$ cat config.mk
export PLATFORM = sky130hd
export DESIGN_NAME = scheduled_lights_and_cooling_control_top_flat
export DESIGN_NICKNAME = d
export VERILOG_FILES = /design/src/hw/rtl/slcc_pkg.sv /design/src/hw/rtl/slcc_if.sv /design/src/hw/rtl/scheduled_lights_and_cooling_control_top.sv /design/src/flat_wrapper.sv
export SDC_FILE = /design/constraint.sdc
export NUM_CORES = 1
export LEC_CHECK = 0
export BUFFER_PORTS_ARGS = -buffer_cell sky130_fd_sc_hd__buf_2
export CAP_MARGIN = 20
export CELL_PAD_IN_SITES_DETAIL_PLACEMENT = 0
export CELL_PAD_IN_SITES_GLOBAL_PLACEMENT = 1
export CORE_UTILIZATION = 25
export CTS_CLUSTER_SIZE = 12
export DETAILED_ROUTE_END_ITERATION = 16
export GPL_TIMING_DRIVEN = 0
export PLACE_DENSITY_LB_ADDON = 0.1
export SYNTH_ARGS = -nofsm -noshare
export SYNTH_HDL_FRONTEND = slang
export SYNTH_SLANG_ARGS = --single-unit
$ cat constraint.sdc
create_clock -name clk -period 7.8 [get_ports clk]
set_input_delay 0.78 -clock clk [delete_from_list [all_inputs] [get_ports clk]]
set_output_delay 0.78 -clock clk [all_outputs]
set_load 0.02 [all_outputs]
$ cat src/hw/rtl/slcc_pkg.sv
// Shared types and constants for the scheduled lights and cooling controller.
// Depends on nothing; used by the channel interfaces and the top level.
package slcc_pkg;

  localparam int unsigned CfgIdxW  = 3;
  localparam int unsigned CfgDataW = 16;

  // Register indexes of the configuration port
  typedef enum logic [CfgIdxW-1:0] {
    REG_GOAL_TEMPERATURE     = 3'd0,
    REG_TEMPERATURE_MARGIN   = 3'd1,
    REG_LIGHTS_ON_HOUR       = 3'd2,
    REG_LIGHTS_ON_MINUTE     = 3'd3,
    REG_LIGHTS_OFF_HOUR      = 3'd4,
    REG_LIGHTS_OFF_MINUTE    = 3'd5,
    REG_LOG_INTERVAL_MINUTES = 3'd6
  } cfg_reg_t;

  localparam logic signed [15:0] GoalTemperatureRst    = 16'sd2000;
  localparam logic        [14:0] TemperatureMarginRst  = 15'd100;
  localparam logic        [4:0]  LightsOnHourRst       = 5'd8;
  localparam logic        [5:0]  LightsOnMinuteRst     = 6'd20;
  localparam logic        [4:0]  LightsOffHourRst      = 5'd20;
  localparam logic        [5:0]  LightsOffMinuteRst    = 6'd20;
  localparam logic        [9:0]  LogIntervalMinutesRst = 10'd5;

  localparam logic [15:0] SecondsPerMinute = 16'd60;
  localparam logic [15:0] CounterMax       = 16'hFFFF;

  typedef struct packed {
    logic [4:0]         hour_now;
    logic [5:0]         minute_now;
    logic signed [15:0] temperature;
    logic               log_accepted;
  } tick_word_t;

  typedef struct packed {
    logic lights_on;
    logic cooler_on;
    logic log_request;
  } result_word_t;

endpackage

$ cat src/hw/rtl/slcc_if.sv
// Valid/ready channel interfaces: tick input, result output, register writes.
// Depends on slcc_pkg for the word types.
interface slcc_tick_if
  import slcc_pkg::*;
();
  logic       valid;
  logic       ready;
  tick_word_t data;

  modport source (output valid, output data, input ready);
  modport sink   (input valid, input data, output ready);
endinterface

interface slcc_result_if
  import slcc_pkg::*;
();
  logic         valid;
  logic         ready;
  result_word_t data;

  modport source (output valid, output data, input ready);
  modport sink   (input valid, input data, output ready);
endinterface

interface slcc_cfg_if
  import slcc_pkg::*;
();
  logic                valid;
  logic                ready;
  logic [CfgIdxW-1:0]  addr;
  logic [CfgDataW-1:0] wdata;

  modport source (output valid, output addr, output wdata, input ready);
  modport sink   (input valid, input addr, input wdata, output ready);
endinterface

$ cat src/hw/rtl/scheduled_lights_and_cooling_control_top.sv
// The result word of a tick word is registered and is presented in the cycle after the tick is accepted.
// Throughput: one tick word per cycle; the only stage is the result register, and a new
// tick is taken whenever that register is empty or is being emptied in the same cycle.
// Reset (rst, synchronous, active high): registers return to their power-on values,
// lights and cooler off, seconds counter zero, result register empty.
// Depends on slcc_pkg and the channel interfaces in slcc_if.sv.
module scheduled_lights_and_cooling_control_top
  import slcc_pkg::*;
(
  input  logic          clk,
  input  logic          rst,
  slcc_cfg_if.sink      cfg,
  slcc_tick_if.sink     tick,
  slcc_result_if.source result
);

  // Configuration registers
  logic signed [15:0] goal_temperature;
  logic        [14:0] temperature_margin;
  logic        [4:0]  lights_on_hour;
  logic        [5:0]  lights_on_minute;
  logic        [4:0]  lights_off_hour;
  logic        [5:0]  lights_off_minute;
  logic        [9:0]  log_interval_minutes;

  // Controller state
  logic        light_state;
  logic        cooler_state;
  logic [15:0] seconds_counter;

  // Result register
  logic         out_valid;
  result_word_t out_word;

  logic         tick_fire;
  logic         light_next;
  logic         cooler_next;
  logic         request;
  logic [15:0]  seconds_counter_next;

  // Times packed hour-above-minute compare in the same order as hour first, then minute
  logic [10:0]        on_time;
  logic [10:0]        off_time;
  logic [10:0]        now_time;
  logic signed [17:0] temp_ext;
  logic signed [17:0] upper;
  logic signed [17:0] lower;
  logic [15:0]        log_limit;

  // Register writes are always taken; the writer must use the port only while idle (not enforced here).
  assign cfg.ready = 1'b1;

  always_ff @(posedge clk) begin
    if (rst) begin
      goal_temperature     <= GoalTemperatureRst;
      temperature_margin   <= TemperatureMarginRst;
      lights_on_hour       <= LightsOnHourRst;
      lights_on_minute     <= LightsOnMinuteRst;
      lights_off_hour      <= LightsOffHourRst;
      lights_off_minute    <= LightsOffMinuteRst;
      log_interval_minutes <= LogIntervalMinutesRst;
    end else if (cfg.valid) begin
      case (cfg.addr)
        REG_GOAL_TEMPERATURE:     goal_temperature     <= $signed(cfg.wdata);
        REG_TEMPERATURE_MARGIN:   temperature_margin   <= cfg.wdata[14:0];
        REG_LIGHTS_ON_HOUR:       lights_on_hour       <= cfg.wdata[4:0];
        REG_LIGHTS_ON_MINUTE:     lights_on_minute     <= cfg.wdata[5:0];
        REG_LIGHTS_OFF_HOUR:      lights_off_hour      <= cfg.wdata[4:0];
        REG_LIGHTS_OFF_MINUTE:    lights_off_minute    <= cfg.wdata[5:0];
        REG_LOG_INTERVAL_MINUTES: log_interval_minutes <= cfg.wdata[9:0];
        default: ; // drop writes to unused indexes
      endcase
    end
  end

  // Take a new tick whenever the result register is free or being drained.
  assign tick.ready = !out_valid || result.ready;
  assign tick_fire  = tick.valid && tick.ready;

  assign on_time  = {lights_on_hour, lights_on_minute};
  assign off_time = {lights_off_hour, lights_off_minute};
  assign now_time = {tick.data.hour_now, tick.data.minute_now};

  // Light window: overnight when on is later than off, daytime when earlier,
  // hold the current state when the two times coincide.
  always_comb begin
    light_next = light_state;
    if (on_time > off_time) begin
      light_next = (now_time > on_time) || (now_time < off_time);
    end else if (on_time < off_time) begin
      light_next = !((now_time > off_time) || (now_time < on_time));
    end
  end

  // Hysteresis thresholds, widened so that the sums never wrap.
  assign temp_ext = {{2{tick.data.temperature[15]}}, tick.data.temperature};
  assign upper    = {{2{goal_temperature[15]}}, goal_temperature} + $signed({3'b000, temperature_margin});
  assign lower    = {{2{goal_temperature[15]}}, goal_temperature} - $signed({3'b000, temperature_margin});

  // On at or above the upper bound wins over off at or below the lower one.
  always_comb begin
    cooler_next = cooler_state;
    if (temp_ext >= upper) begin
      cooler_next = 1'b1;
    end else if (temp_ext <= lower) begin
      cooler_next = 1'b0;
    end
  end

  // At most 1023 minutes, so the limit fits in 16 bits.
  assign log_limit = {6'b000000, log_interval_minutes} * SecondsPerMinute;
  assign request   = seconds_counter >= log_limit;

  // An accepted record restarts the count at one (cleared, then this tick counted).
  always_comb begin
    if (request && tick.data.log_accepted) begin
      seconds_counter_next = 16'd1;
    end else if (seconds_counter != CounterMax) begin
      seconds_counter_next = seconds_counter + 16'd1;
    end else begin
      seconds_counter_next = seconds_counter;
    end
  end

  always_ff @(posedge clk) begin
    if (rst) begin
      light_state     <= 1'b0;
      cooler_state    <= 1'b0;
      seconds_counter <= '0;
    end else if (tick_fire) begin
      light_state     <= light_next;
      cooler_state    <= cooler_next;
      seconds_counter <= seconds_counter_next;
    end
  end

  // Result register: load on every accepted tick, hold while the sink stalls.
  always_ff @(posedge clk) begin
    if (rst) begin
      out_valid <= 1'b0;
    end else if (tick_fire) begin
      out_valid <= 1'b1;
    end else if (result.ready) begin
      out_valid <= 1'b0;
    end
  end

  always_ff @(posedge clk) begin
    if (tick_fire) begin
      out_word.lights_on   <= light_next;
      out_word.cooler_on   <= cooler_next;
      out_word.log_request <= request;
    end
  end

  assign result.valid = out_valid;
  assign result.data  = out_word;

`ifndef ASSERT_OFF
  // Every accepted tick leaves a result waiting in the next cycle.
  a_result_follows_tick: assert property (@(posedge clk) disable iff (rst)
    tick_fire |=> out_valid)
    else $error("accepted tick gave no result word");

  // Once a tick has been counted the counter can never read zero.
  a_counter_nonzero: assert property (@(posedge clk) disable iff (rst)
    tick_fire |=> (seconds_counter != 16'd0))
    else $error("seconds counter zero after a tick");

  // With a zero interval every tick raises a log request.
  a_zero_interval_requests: assert property (@(posedge clk) disable iff (rst)
    (tick_fire && (log_interval_minutes == 10'd0)) |=> out_word.log_request)
    else $error("zero interval tick without log request");

  // Published states match the held controller state.
  a_result_matches_state: assert property (@(posedge clk) disable iff (rst)
    tick_fire |=> ((out_word.lights_on == light_state) && (out_word.cooler_on == cooler_state)))
    else $error("result word disagrees with controller state");
`endif

endmodule
$ cat src/flat_wrapper.sv
// flat-port wrapper written by rule: the top's interface ports become plain ports
module scheduled_lights_and_cooling_control_top_flat import slcc_pkg::*;
  (clk, rst, cfg_valid, cfg_addr, cfg_wdata, cfg_ready, tick_valid, tick_data, tick_ready, result_valid, result_data, result_ready);
  slcc_cfg_if cfg_i ();
  slcc_tick_if tick_i ();
  slcc_result_if result_i ();
  input  logic clk;
  input  logic rst;
  input wire logic [$bits(cfg_i.valid)-1:0] cfg_valid;
  input wire logic [$bits(cfg_i.addr)-1:0] cfg_addr;
  input wire logic [$bits(cfg_i.wdata)-1:0] cfg_wdata;
  output wire logic [$bits(cfg_i.ready)-1:0] cfg_ready;
  input wire logic [$bits(tick_i.valid)-1:0] tick_valid;
  input wire logic [$bits(tick_i.data)-1:0] tick_data;
  output wire logic [$bits(tick_i.ready)-1:0] tick_ready;
  output wire logic [$bits(result_i.valid)-1:0] result_valid;
  output wire logic [$bits(result_i.data)-1:0] result_data;
  input wire logic [$bits(result_i.ready)-1:0] result_ready;
  assign cfg_i.valid = cfg_valid;
  assign cfg_i.addr = cfg_addr;
  assign cfg_i.wdata = cfg_wdata;
  assign cfg_ready = cfg_i.ready;
  assign tick_i.valid = tick_valid;
  assign tick_i.data = tick_data;
  assign tick_ready = tick_i.ready;
  assign result_valid = result_i.valid;
  assign result_data = result_i.data;
  assign result_i.ready = result_ready;
  scheduled_lights_and_cooling_control_top u_core (.clk(clk), .rst(rst), .cfg(cfg_i), .tick(tick_i), .result(result_i));
endmodule
After elaboration in Yosys (flattened, before gate mapping):

Index checks and enable logic that the tools add are counted.

* multiply operators: 1
* order comparisons: 9
* add/sub/neg operators: 3
* reduce and logical (&&, ||, !) cells: 18
* equality and inequality tests: 7
* mux-type cells: 8

Operator list (number)
* > comparator 11 bit: 3
* less-than comparator 11 bit: 3
* 2-to-1 mux 16 bit: 2
* adder 16 x 16 -> 17 bit: 1
* >= comparator 16 x 17 -> 1 bit: 1
* <= comparator 16 x 17 -> 1 bit: 1
* subtractor 16 x 16 -> 17 bit: 1
* adder 16 x 1 -> 16 bit, second input constant: 1
* >= comparator 16 bit: 1
* inequality test 16 bit, second input constant: 1
* AND reduction 2 bit: 8
* multiplier 10 x 4 -> 14 bit, second input constant: 1
* == test 3 bit, second input constant: 3
* == test 3 x 2 -> 1 bit, second input constant: 2
* 2-to-1 mux 1 bit: 6
* nonzero test 2 bit: 2
* == test 3 x 1 -> 1 bit, second input constant: 1
* logical NOT 3 bit: 1
* logical OR 1 bit: 3
* logical AND 1 bit: 2
* logical NOT 1 bit: 2

* output and inout port bits: 6
* bits of input ports: 52
* bits in registers: 85
* logic and storage cells: 60

Logic depth before layout (Yosys ltp):

Gate-level depths: netlist of the first run.

* depth in word-level cells: 5
* mapped depth: 21
* mapped depth without buffers: 20

Worst setup path after synthesis of the first run:

Ideal clock, no wire load.

* path type: register to register
* start: register u_core.log_interval_minutes[1]
* end: register u_core.seconds_counter[10]
* path buffers: 1
* library setup time: 65 ps
* data required time: 7735 ps
* setup slack: 3270 ps
* period minus slack after synthesis: 4530 ps
* arrival time: 4465 ps
* cell stages (with the launch flop): 21
* path through: dfxtp_1 inv_1 fa_1 fa_1 inv_1 ha_1 a21oi_1 o21a_1 nor3_1 a2111oi_0 a21oi_1 xnor2_1 ha_1 nand4_1 nor2_1 a21oi_1 o211ai_1 a31o_2 a31o_2 clkbuf_1 nor2_1

* word-level cells in the longest chain between the ends: 5
* elaborated cells on any way between the ends: 6
* classes of those cells: mul (1); order compare (1); mux (1); reduce/logical (3)

RTL lines
* start: declaration: RTL line scheduled_lights_and_cooling_control_top.sv:24 `logic [9:0] log_interval_minutes;`
* start signal: assignment: RTL line scheduled_lights_and_cooling_control_top.sv:61 `log_interval_minutes <= LogIntervalMinutesRst;`
* start signal: assignment: RTL line scheduled_lights_and_cooling_control_top.sv:70 `REG_LOG_INTERVAL_MINUTES: log_interval_minutes <= cfg.wdata[9:0];`
* multiplier 10 x 4 -> 14 bit (*): RTL line scheduled_lights_and_cooling_control_top.sv:111 `assign log_limit = {6'b000000, log_interval_minutes} * SecondsPerMinute;`
* >= comparator 16 bit (*): RTL line scheduled_lights_and_cooling_control_top.sv:112 `assign request = seconds_counter >= log_limit;`
* via u_core.request: RTL line scheduled_lights_and_cooling_control_top.sv:38 `logic request;`
* logical AND 1 bit (*): RTL line scheduled_lights_and_cooling_control_top.sv:116 `if (request && tick.data.log_accepted) begin`
* nonzero test 2 bit (no source line)
* AND reduction 2 bit (no source line)
* end signal: assignment: RTL line scheduled_lights_and_cooling_control_top.sv:133 `seconds_counter <= seconds_counter_next;`
* end: declaration: RTL line scheduled_lights_and_cooling_control_top.sv:29 `logic [15:0] seconds_counter;`

The timed path passes the listed nets; every way through them passes the cells marked *.
A chain may end at the register's enable or synchronous reset.

Worst setup path after layout of the first run:

* start: register u_core.log_interval_minutes[0]
* end: register u_core.seconds_counter[8]

The elaborated chain is that of the path after synthesis.

==> reports/summary.log, run 1 <==
[placed_design] standard cell area after detailed placement 8210 um^2
[detailed_routing] First-pass DRT Iterations 4
[timing] fraction of the cycle the final worst path needs 69.0%
[synthesis] mean area per synthesized cell 8.11 um^2
[clock_tree] Clock Path Buffers 2
[clock_tree] H-tree depth reported by CTS 3
[timing] max_slew headroom 27.5%
[detailed_routing] vias per cell 4.48
[placed_design] post-detail-place hpwl 16900 um
[run_status] result of the run finished, final reports clean
[timing] number of endpoints failing setup at the final stage 0
[synthesis] flops & latches, synth 85
[detailed_routing] Post-DRT Antenna Nets 0
[timing] unrepaired setup endpoints after global routing no
[worst_setup_path] data arrival time of the critical path 5.60 ns
[global_route] all-layer global routing usage 13.9%
[synthesis] Mapped Nets 1120
[detailed_routing] Total Routed Length 20200 um
[worst_setup_path] critical path class reg2reg
[detailed_routing] residual DRC count 0
[hold_path] Worst Min Path Start u_core.log_interval_minutes[4]
[floorplanning] effective utilization at floorplan 25.7%
[clock_tree] number of clock sinks seen by CTS 85
[floorplanning] area of the die 30500 um^2
[synthesis] ranking of synthesized cells by area dfxtp_1 22%, ha_1 22%, nand2_1 5.5%
[clock_tree] CTS-repair resized insts 0
[layout] total non-filler cell area in the finished layout 8510 um^2
[layout] Final Util 29.3%
[global_route] largest net degree at the start of global routing 15
[detailed_routing] overall via count from detail_route 6158
[clock_tree] count of hold-fix buffers inserted at cts 0
[global_route] global-route wire length before repair 33400 um
[synthesis] commonest cells in the synthesized netlist 130 x ha_1, 110 x nand2_1, 100 x inv_1
[worst_setup_path] startpoint of the most critical setup path u_core.log_interval_minutes[0]
[synthesis] number of flops mapped to enable cells by yosys 3
[worst_setup_path] critical-path maximum fanout 10
[timing] count of final hold-check violations 0
[floorplanning] DIE WIDTH 175 um
[synthesis] mapped cell area 7460 um^2
[floorplanning] standard-cell row count 62
[hold_path] worst hold path class reg2reg
[worst_setup_path] startpoint of the worst-slack reg-to-reg timing path u_core.log_interval_minutes[0]
[clock_tree] clk_lat worst skew 0.34 ns
[placed_design] global placement routability congestion 0.744
[synthesis] dominant cell by count in the synthesized netlist ha_1
[flow_run] Max Cap Viol 0
[layout] nets@finish 1186
[placed_design] total instance count after detailed placement 1358
[placed_design] count of input and output buffers 55
[detailed_routing] detail-routed net length per standard cell 14.7 um
[detailed_routing] 1st-iter DRT viols 251
[synthesis] distinct cell type count after synthesis 58
[pwr] Power Dens Cells 137 nW/um^2
[synthesis] area fraction of the dominant cell type after synthesis 22.0%
[worst_setup_path] Crit. End Element register
[timing] f_max 0.186 GHz
[timing] crit path time final 5.38 ns
[global_route] antenna violations before repair 0
[floorplanning] Core Box Area 29000 um^2
[clock_tree] root buffer selected by CTS clkbuf_16
[synthesis] cell type with the highest aggregate area in the netlist dfxtp_1
[layout] antenna cells 0
[clock_tree] clock buffer count from CTS 9
[timing] clock tree skew after final layout 0.00780 ns
[timing] transition time of the tightest slew-check pin 1.08 ns
[floorplanning] Die Height 175 um
[layout] share of cells above drive strength 1 8.59%
[worst_setup_path] data required time of the worst path 8.02 ns
[pwr] IR drop worst, VDD 0.0775 mV
[global_route] GRT overflow 0
[floorplanning] number of top-level design ports 58
[synthesis] Post-synth top flop dfxtp_1
[layout] non-filler cells, final 1374
[synthesis] portion of the post-synthesis area used by sequential elements 23.2%
[global_route] number of global-route vias before repair 6278
[timing] Post-Route Hold Slack 0.467 ns
[layout] Area growth, synth to finish 14.1%
[clock_tree] clock edge transition at the registers on the reported setup and hold paths 0.07 ns
[pwr] total leakage power 0.00383 uW
[timing] Post-Route Setup TNS 0 ns
[synthesis] number of warnings issued by yosys 0
[clock_tree] clock tree from TritonCTS done
[worst_setup_path] kind of start point of the critical path register
[synthesis] Async S/R FF share, synth 0%
[timing] Final Max Tran Viols 0
[clock_tree] Setup Fix Bufs, Post-CTS 0
[synthesis] Post-Syn Instances 919
==> layer usage <==
metal / routed length [um] / vias up / part of all wire [%] / track usage, %
li1: - / 3311 / - / -
met1: 10100 / 2783 / 50 / 18.7
met2: 9470 / 55 / 47 / 23.6
met3: 391 / 9 / 1.9 / 1.74
met4: 189 / 0 / 0.94 / 3.37
met5: 0 / - / 0 / 0
==> worst paths after layout <==
| path | cells after the start | end | slack, ns |
|---|---|---|---|
| setup / recovery | 19 | u_core.seconds_counter[8] | 2.42 |
| hold / removal | 2 | u_core.log_interval_minutes[4] | 0.47 |
| setup reg to reg | 19 | u_core.seconds_counter[8] | 2.42 |
| hold reg to reg | 2 | u_core.log_interval_minutes[4] | 0.47 |
==> final cells by class <==
cell class / instances / area [um^2]
clock inverter: 5 / 61.3
buffer: 29 / 119
fill: 3205 / 20500
timing repair buffer: 55 / 275
inverter: 101 / 379
tap: 384 / 480
clock buffer: 11 / 233
multi-input combinational: 704 / 5230
sequential: 85 / 1730
==> logic make-up after synthesis <==
group,share of synthesized area [%]
AND/OR/NAND/NOR,18.5
AO/OA/AOI/OAI,16.3
adder cells (fa/ha/maj),26.9
buffers and inverters,6.68
flip-flops,23.2
XOR/XNOR,5.40
multiplexers,2.97
other,0.0503
==> critical path, cell delays in order, from the launching register on <==
cell,delay [ns]
dfxtp_1,0.39
fa_1,0.60
fa_1,0.44
ha_1,0.29
a21o_1,0.18
a21oi_1,0.26
o21a_1,0.18
nor3_1,0.06
a2111oi_0,0.69
a21oi_1,0.18
xnor2_1,0.19
ha_1,0.29
nand4_1,0.12
nor2_1,0.19
a21oi_1,0.09
o211ai_1,0.11
a31o_2,0.19
a31o_2,0.26
clkbuf_1,0.43
nor2_1,0.10
==> through the flow <==
| step | total power [uW] | setup WS, ns |
|---|---|---|
| after floorplan | 659 | 3.27 |
| after global placement | 749 | 2.31 |
| after detailed placement | 748 | 2.32 |
| after CTS | 1190 | 2.30 |
| after global routing | 1250 | 1.94 |
| final | 1170 | 2.42 |
==> power breakdown <==
group | switching (uW) | internal, uW | total [uW]
logic | 157 | 116 | 274
clock network | 188 | 249 | 438
registers | 9.47 | 448 | 458
==> state kept, by name, summed over array words and instances (netlist names), 5 cells and up <==
name,flops
u_core.seconds_counter,16
u_core.temperature_margin,15
u_core.goal_temperature,16
u_core.lights_off_hour,5
u_core.log_interval_minutes,10
u_core.lights_on_hour,5
u_core.lights_off_minute,6
u_core.lights_on_minute,6
==> cell usage in the layout, fill, tap and decap left out, types with 7 or more instances in the layout <==
| master | n |
|---|---|
| clkbuf_16 | 9 |
| inv_1 | 100 |
| nor2b_1 | 16 |
| fa_1 | 19 |
| xor2_1 | 21 |
| nand3_1 | 30 |
| o21ai_0 | 20 |
| nand2_1 | 110 |
| nor3_1 | 21 |
| a211oi_1 | 7 |
| clkbuf_1 | 25 |
| nand4_1 | 14 |
| xnor2_1 | 25 |
| a21oi_1 | 74 |
| mux2i_1 | 21 |
| nor2_1 | 69 |
| o21a_1 | 9 |
| buf_2 | 60 |
| dfxtp_1 | 82 |
| nand2b_1 | 10 |
| ha_1 | 130 |
| a21o_1 | 22 |
Note: power is estimated with default switching activity, not from simulation.
==> run 2, diff against run 1 <==
ABC_AREA = 1   (was default)
clock period = 4.7 ns   (was 7.8 ns; I/O delays follow)
==> run 2 against run 1 <==
Non-clock buffer count is the same. Fmax grew 25%. Core utilization shrank 0.14 points. Critical path depth grew 2. Highest routed layer unchanged. Sequential power grew 68%. Synthesized area grew 6.2%. Cell area grew 5.7%. Synthesized cell count grew 20%. First-iteration DRC count grew 18%. Cell count grew 14%. Routed wire length grew 13%. The flow now finishes with violations (DRC). Sequential cell count is the same.
==> reports/summary.log, run 2 <==
[placed_design] global placement routability congestion 0.759
[hold_path] WHS Path Cells 3
[worst_setup_path] data arrival time of the critical path 4.53 ns
[layout] antenna cells 0
[timing] count of final hold-check violations 0
[synthesis] Async S/R FF share, synth 0%
[clock_tree] clk_lat worst skew 0.35 ns
[timing] Final Max Tran Viols 0
[synthesis] Mapped Nets 1304
[timing] crit path time final 4.31 ns
[global_route] largest net degree at the start of global routing 17
[synthesis] flops & latches, synth 85
[synthesis] number of flops mapped to enable cells by yosys 3
[detailed_routing] vias per cell 4.38
[detailed_routing] residual DRC count 1
[layout] Area growth, synth to finish 13.6%
[pwr] switching component of the power 749 uW
[clock_tree] clock edge transition at the registers on the reported setup and hold paths 0.07 ns
[pwr] total leakage power 0.00433 uW
[timing] unrepaired setup endpoints after global routing no
[layout] share of cells above drive strength 1 9.97%
[pwr] Overall Power 2100 uW
[worst_setup_path] data required time of the worst path 4.91 ns
[hold_path] worst hold path class in2reg
[detailed_routing] Total Routed Length 22800 um
[pwr] Sw Ratio 35.6%
[clock_tree] Setup Fix Bufs, Post-CTS 0
[layout] top flop regs u_core.goal_temperature x16, u_core.seconds_counter x16, u_core.temperature_margin x15
[pwr] internal power consumption 1350 uW
[detailed_routing] Post-DRT Antenna Nets 0
[floorplanning] effective utilization at floorplan 25.7%
[global_route] all-layer global routing usage 14.6%
[synthesis] mapped cell area 7920 um^2
[pwr] proportion of power drawn by combinational gates 29.7%
[worst_setup_path] cell depth of the worst flop-to-flop path 21
[synthesis] commonest cells in the synthesized netlist 210 x nand2_1, 163 x inv_1, 130 x ha_1
[floorplanning] DIE WIDTH 180 um
[worst_setup_path] Crit. End Element register
[clock_tree] root buffer selected by CTS clkbuf_16
[clock_tree] clock tree from TritonCTS done
[pwr] power share of the clock group 33.8%
[run_status] violations in the final reports DRC
[synthesis] cell type with the highest aggregate area in the netlist dfxtp_1
[timing] number of endpoints failing setup at the final stage 0
[timing] fraction of the cycle the final worst path needs 91.8%
[pwr] IR drop worst, VDD 0.133 mV
[timing] f_max 0.232 GHz
[clock_tree] Clock Path Buffers 2
[global_route] antenna violations before repair 0
[synthesis] Post-Syn Instances 1103
[clock_tree] clock buffer count from CTS 9
[timing] Post-Route Setup TNS 0 ns
[floorplanning] Core Box Area 30800 um^2
[layout] nets@finish 1370
[timing] max_slew headroom 58.8%
[detailed_routing] detail-routed net length per standard cell 14.6 um
[synthesis] area fraction of the dominant cell type after synthesis 20.7%
[detailed_routing] First-pass DRT Iterations 10
[run_status] result of the run finished with violations
[timing] clock tree skew after final layout 0.0102 ns
[detailed_routing] 1st-iter DRT viols 296
[worst_setup_path] critical path class reg2reg
[placed_design] count of input and output buffers 55
[clock_tree] number of clock sinks seen by CTS 85
[layout] most frequent standard cell in the layout excluding fill and tap cells nand2_1
[timing] transition time of the tightest slew-check pin 0.617 ns
[floorplanning] area of the die 32400 um^2
[floorplanning] Die Height 180 um
[pwr] Power Dens Cells 234 nW/um^2
[pwr] register share of total power 36.6%
[global_route] GRT overflow 0
[flow_run] Max Cap Viol 0
[worst_setup_path] kind of start point of the critical path register
[synthesis] portion of the post-synthesis area used by sequential elements 21.9%
[synthesis] mean area per synthesized cell 7.18 um^2
[detailed_routing] overall via count from detail_route 6881
[floorplanning] standard-cell row count 64
[floorplanning] number of top-level design ports 58
[clock_tree] H-tree depth reported by CTS 3
[global_route] global-route wire length before repair 37200 um
[synthesis] dominant cell by count in the synthesized netlist nand2_1
[layout] commonest cells after routing, fill and taps aside 209 x nand2_1, 163 x inv_1, 130 x ha_1
[worst_setup_path] critical-path maximum fanout 10
[synthesis] Post-synth top flop dfxtp_1
[placed_design] post-detail-place hpwl 19300 um
[synthesis] number of warnings issued by yosys 0
[synthesis] distinct cell type count after synthesis 45
[global_route] number of global-route vias before repair 6801
[synthesis] ranking of synthesized cells by area dfxtp_1 21%, ha_1 21%, nand2_1 10%
==> run 2: repair_timing <==
action | in CTS | in global routing
resized for setup | 0 | 6
endpoints found under the setup margin | 0 | 15
hold buffers | 0 | 0
==> run 2: logic make-up (layout without fill, tap and decap cells) <==
| group | count (synthesis) | in the layout | synth area share, % |
|---|---|---|---|
| buffers and inverters | 195 | 266 | 9.82 |
| AOI/OAI and AO/OA | 229 | 229 | 15.9 |
| DFF | 85 | 85 | 21.9 |
| other | 1 | 1 | 0.0474 |
| adders and majority gates | 149 | 149 | 25.4 |
| and+or+nand+nor | 396 | 396 | 21.7 |
| xor gates and xnor gates | 48 | 48 | 5.31 |
==> run 2: layer usage <==
layer	global-route usage, %	up-vias	share of wire [%]
met1	20.5	3062	53
met5	0	-	0
li1	-	3748	-
met3	1.74	12	1.8
met4	3.52	0	0.95
met2	23.6	59	44
==> run 2: final cells by class <==
type,count,area (um^2)
clock buffers,9,225
well taps,396,495
multi-input cells,823,5430
plain buffers,29,154
repair buffers,55,275
clock inverters,7,61.3
fillers,3489,21800
inverters,166,623
flip-flops and latches,85,1730
==> run 2: final timing paths <==
check	endpoint	slack, ns	start
worst min register to register	u_core.temperature_margin[3]	0.49	u_core.temperature_margin[3]
worst max-delay path	u_core.seconds_counter[7]	0.39	u_core.log_interval_minutes[2]
worst max register to register	u_core.seconds_counter[7]	0.39	u_core.log_interval_minutes[2]
worst min-delay path	u_core.goal_temperature[11]	0.36	cfg_wdata[11]
==> run 2: power groups by stage <==
stage / sequential, uW / combinational, uW / clock (uW)
2_1_floorplan: 785 / 445 / 0
3_3_place_gp: 785 / 633 / 0
3_5_place_dp: 785 / 634 / 0
4_1_cts: 769 / 636 / 730
5_1_grt: 772 / 732 / 762
6_report: 768 / 624 / 710
==> run 2: stage by stage <==
stage / util [%] / setup slack, ns / cells / cell area [um^2] / hold WS (ns)
3_3_place_gp: 28.2 / 0.214 / 1554 / 8690 / 0.477
5_1_grt: 29.2 / 0.0305 / 1570 / 8990 / 0.376
6_report: 29.2 / 0.387 / 1570 / 8990 / 0.359
4_1_cts: 29.1 / 0.234 / 1570 / 8970 / 0.347
2_1_floorplan: - / 0.841 / 1103 / 7920 / 0.451
3_5_place_dp: 28.2 / 0.263 / 1554 / 8690 / 0.478
==> run 2: worst max-delay path: stages, from the launching register on <==
cell and delay [ns]:
dfxtp_1 0.38, inv_1 0.13, fa_1 0.51, fa_1 0.51, inv_1 0.04, ha_1 0.34
a21oi_1 0.22, nor2_1 0.10, nor4_2 0.30, nor2_1 0.07, nor2_1 0.12, xor2_1 0.18
ha_1 0.25, nand2_1 0.11, nor2_1 0.05, a21oi_1 0.18, nand2_2 0.14, nand3_4 0.14
nand2_2 0.10, buf_6 0.16, nand2_1 0.07, a21oi_1 0.06
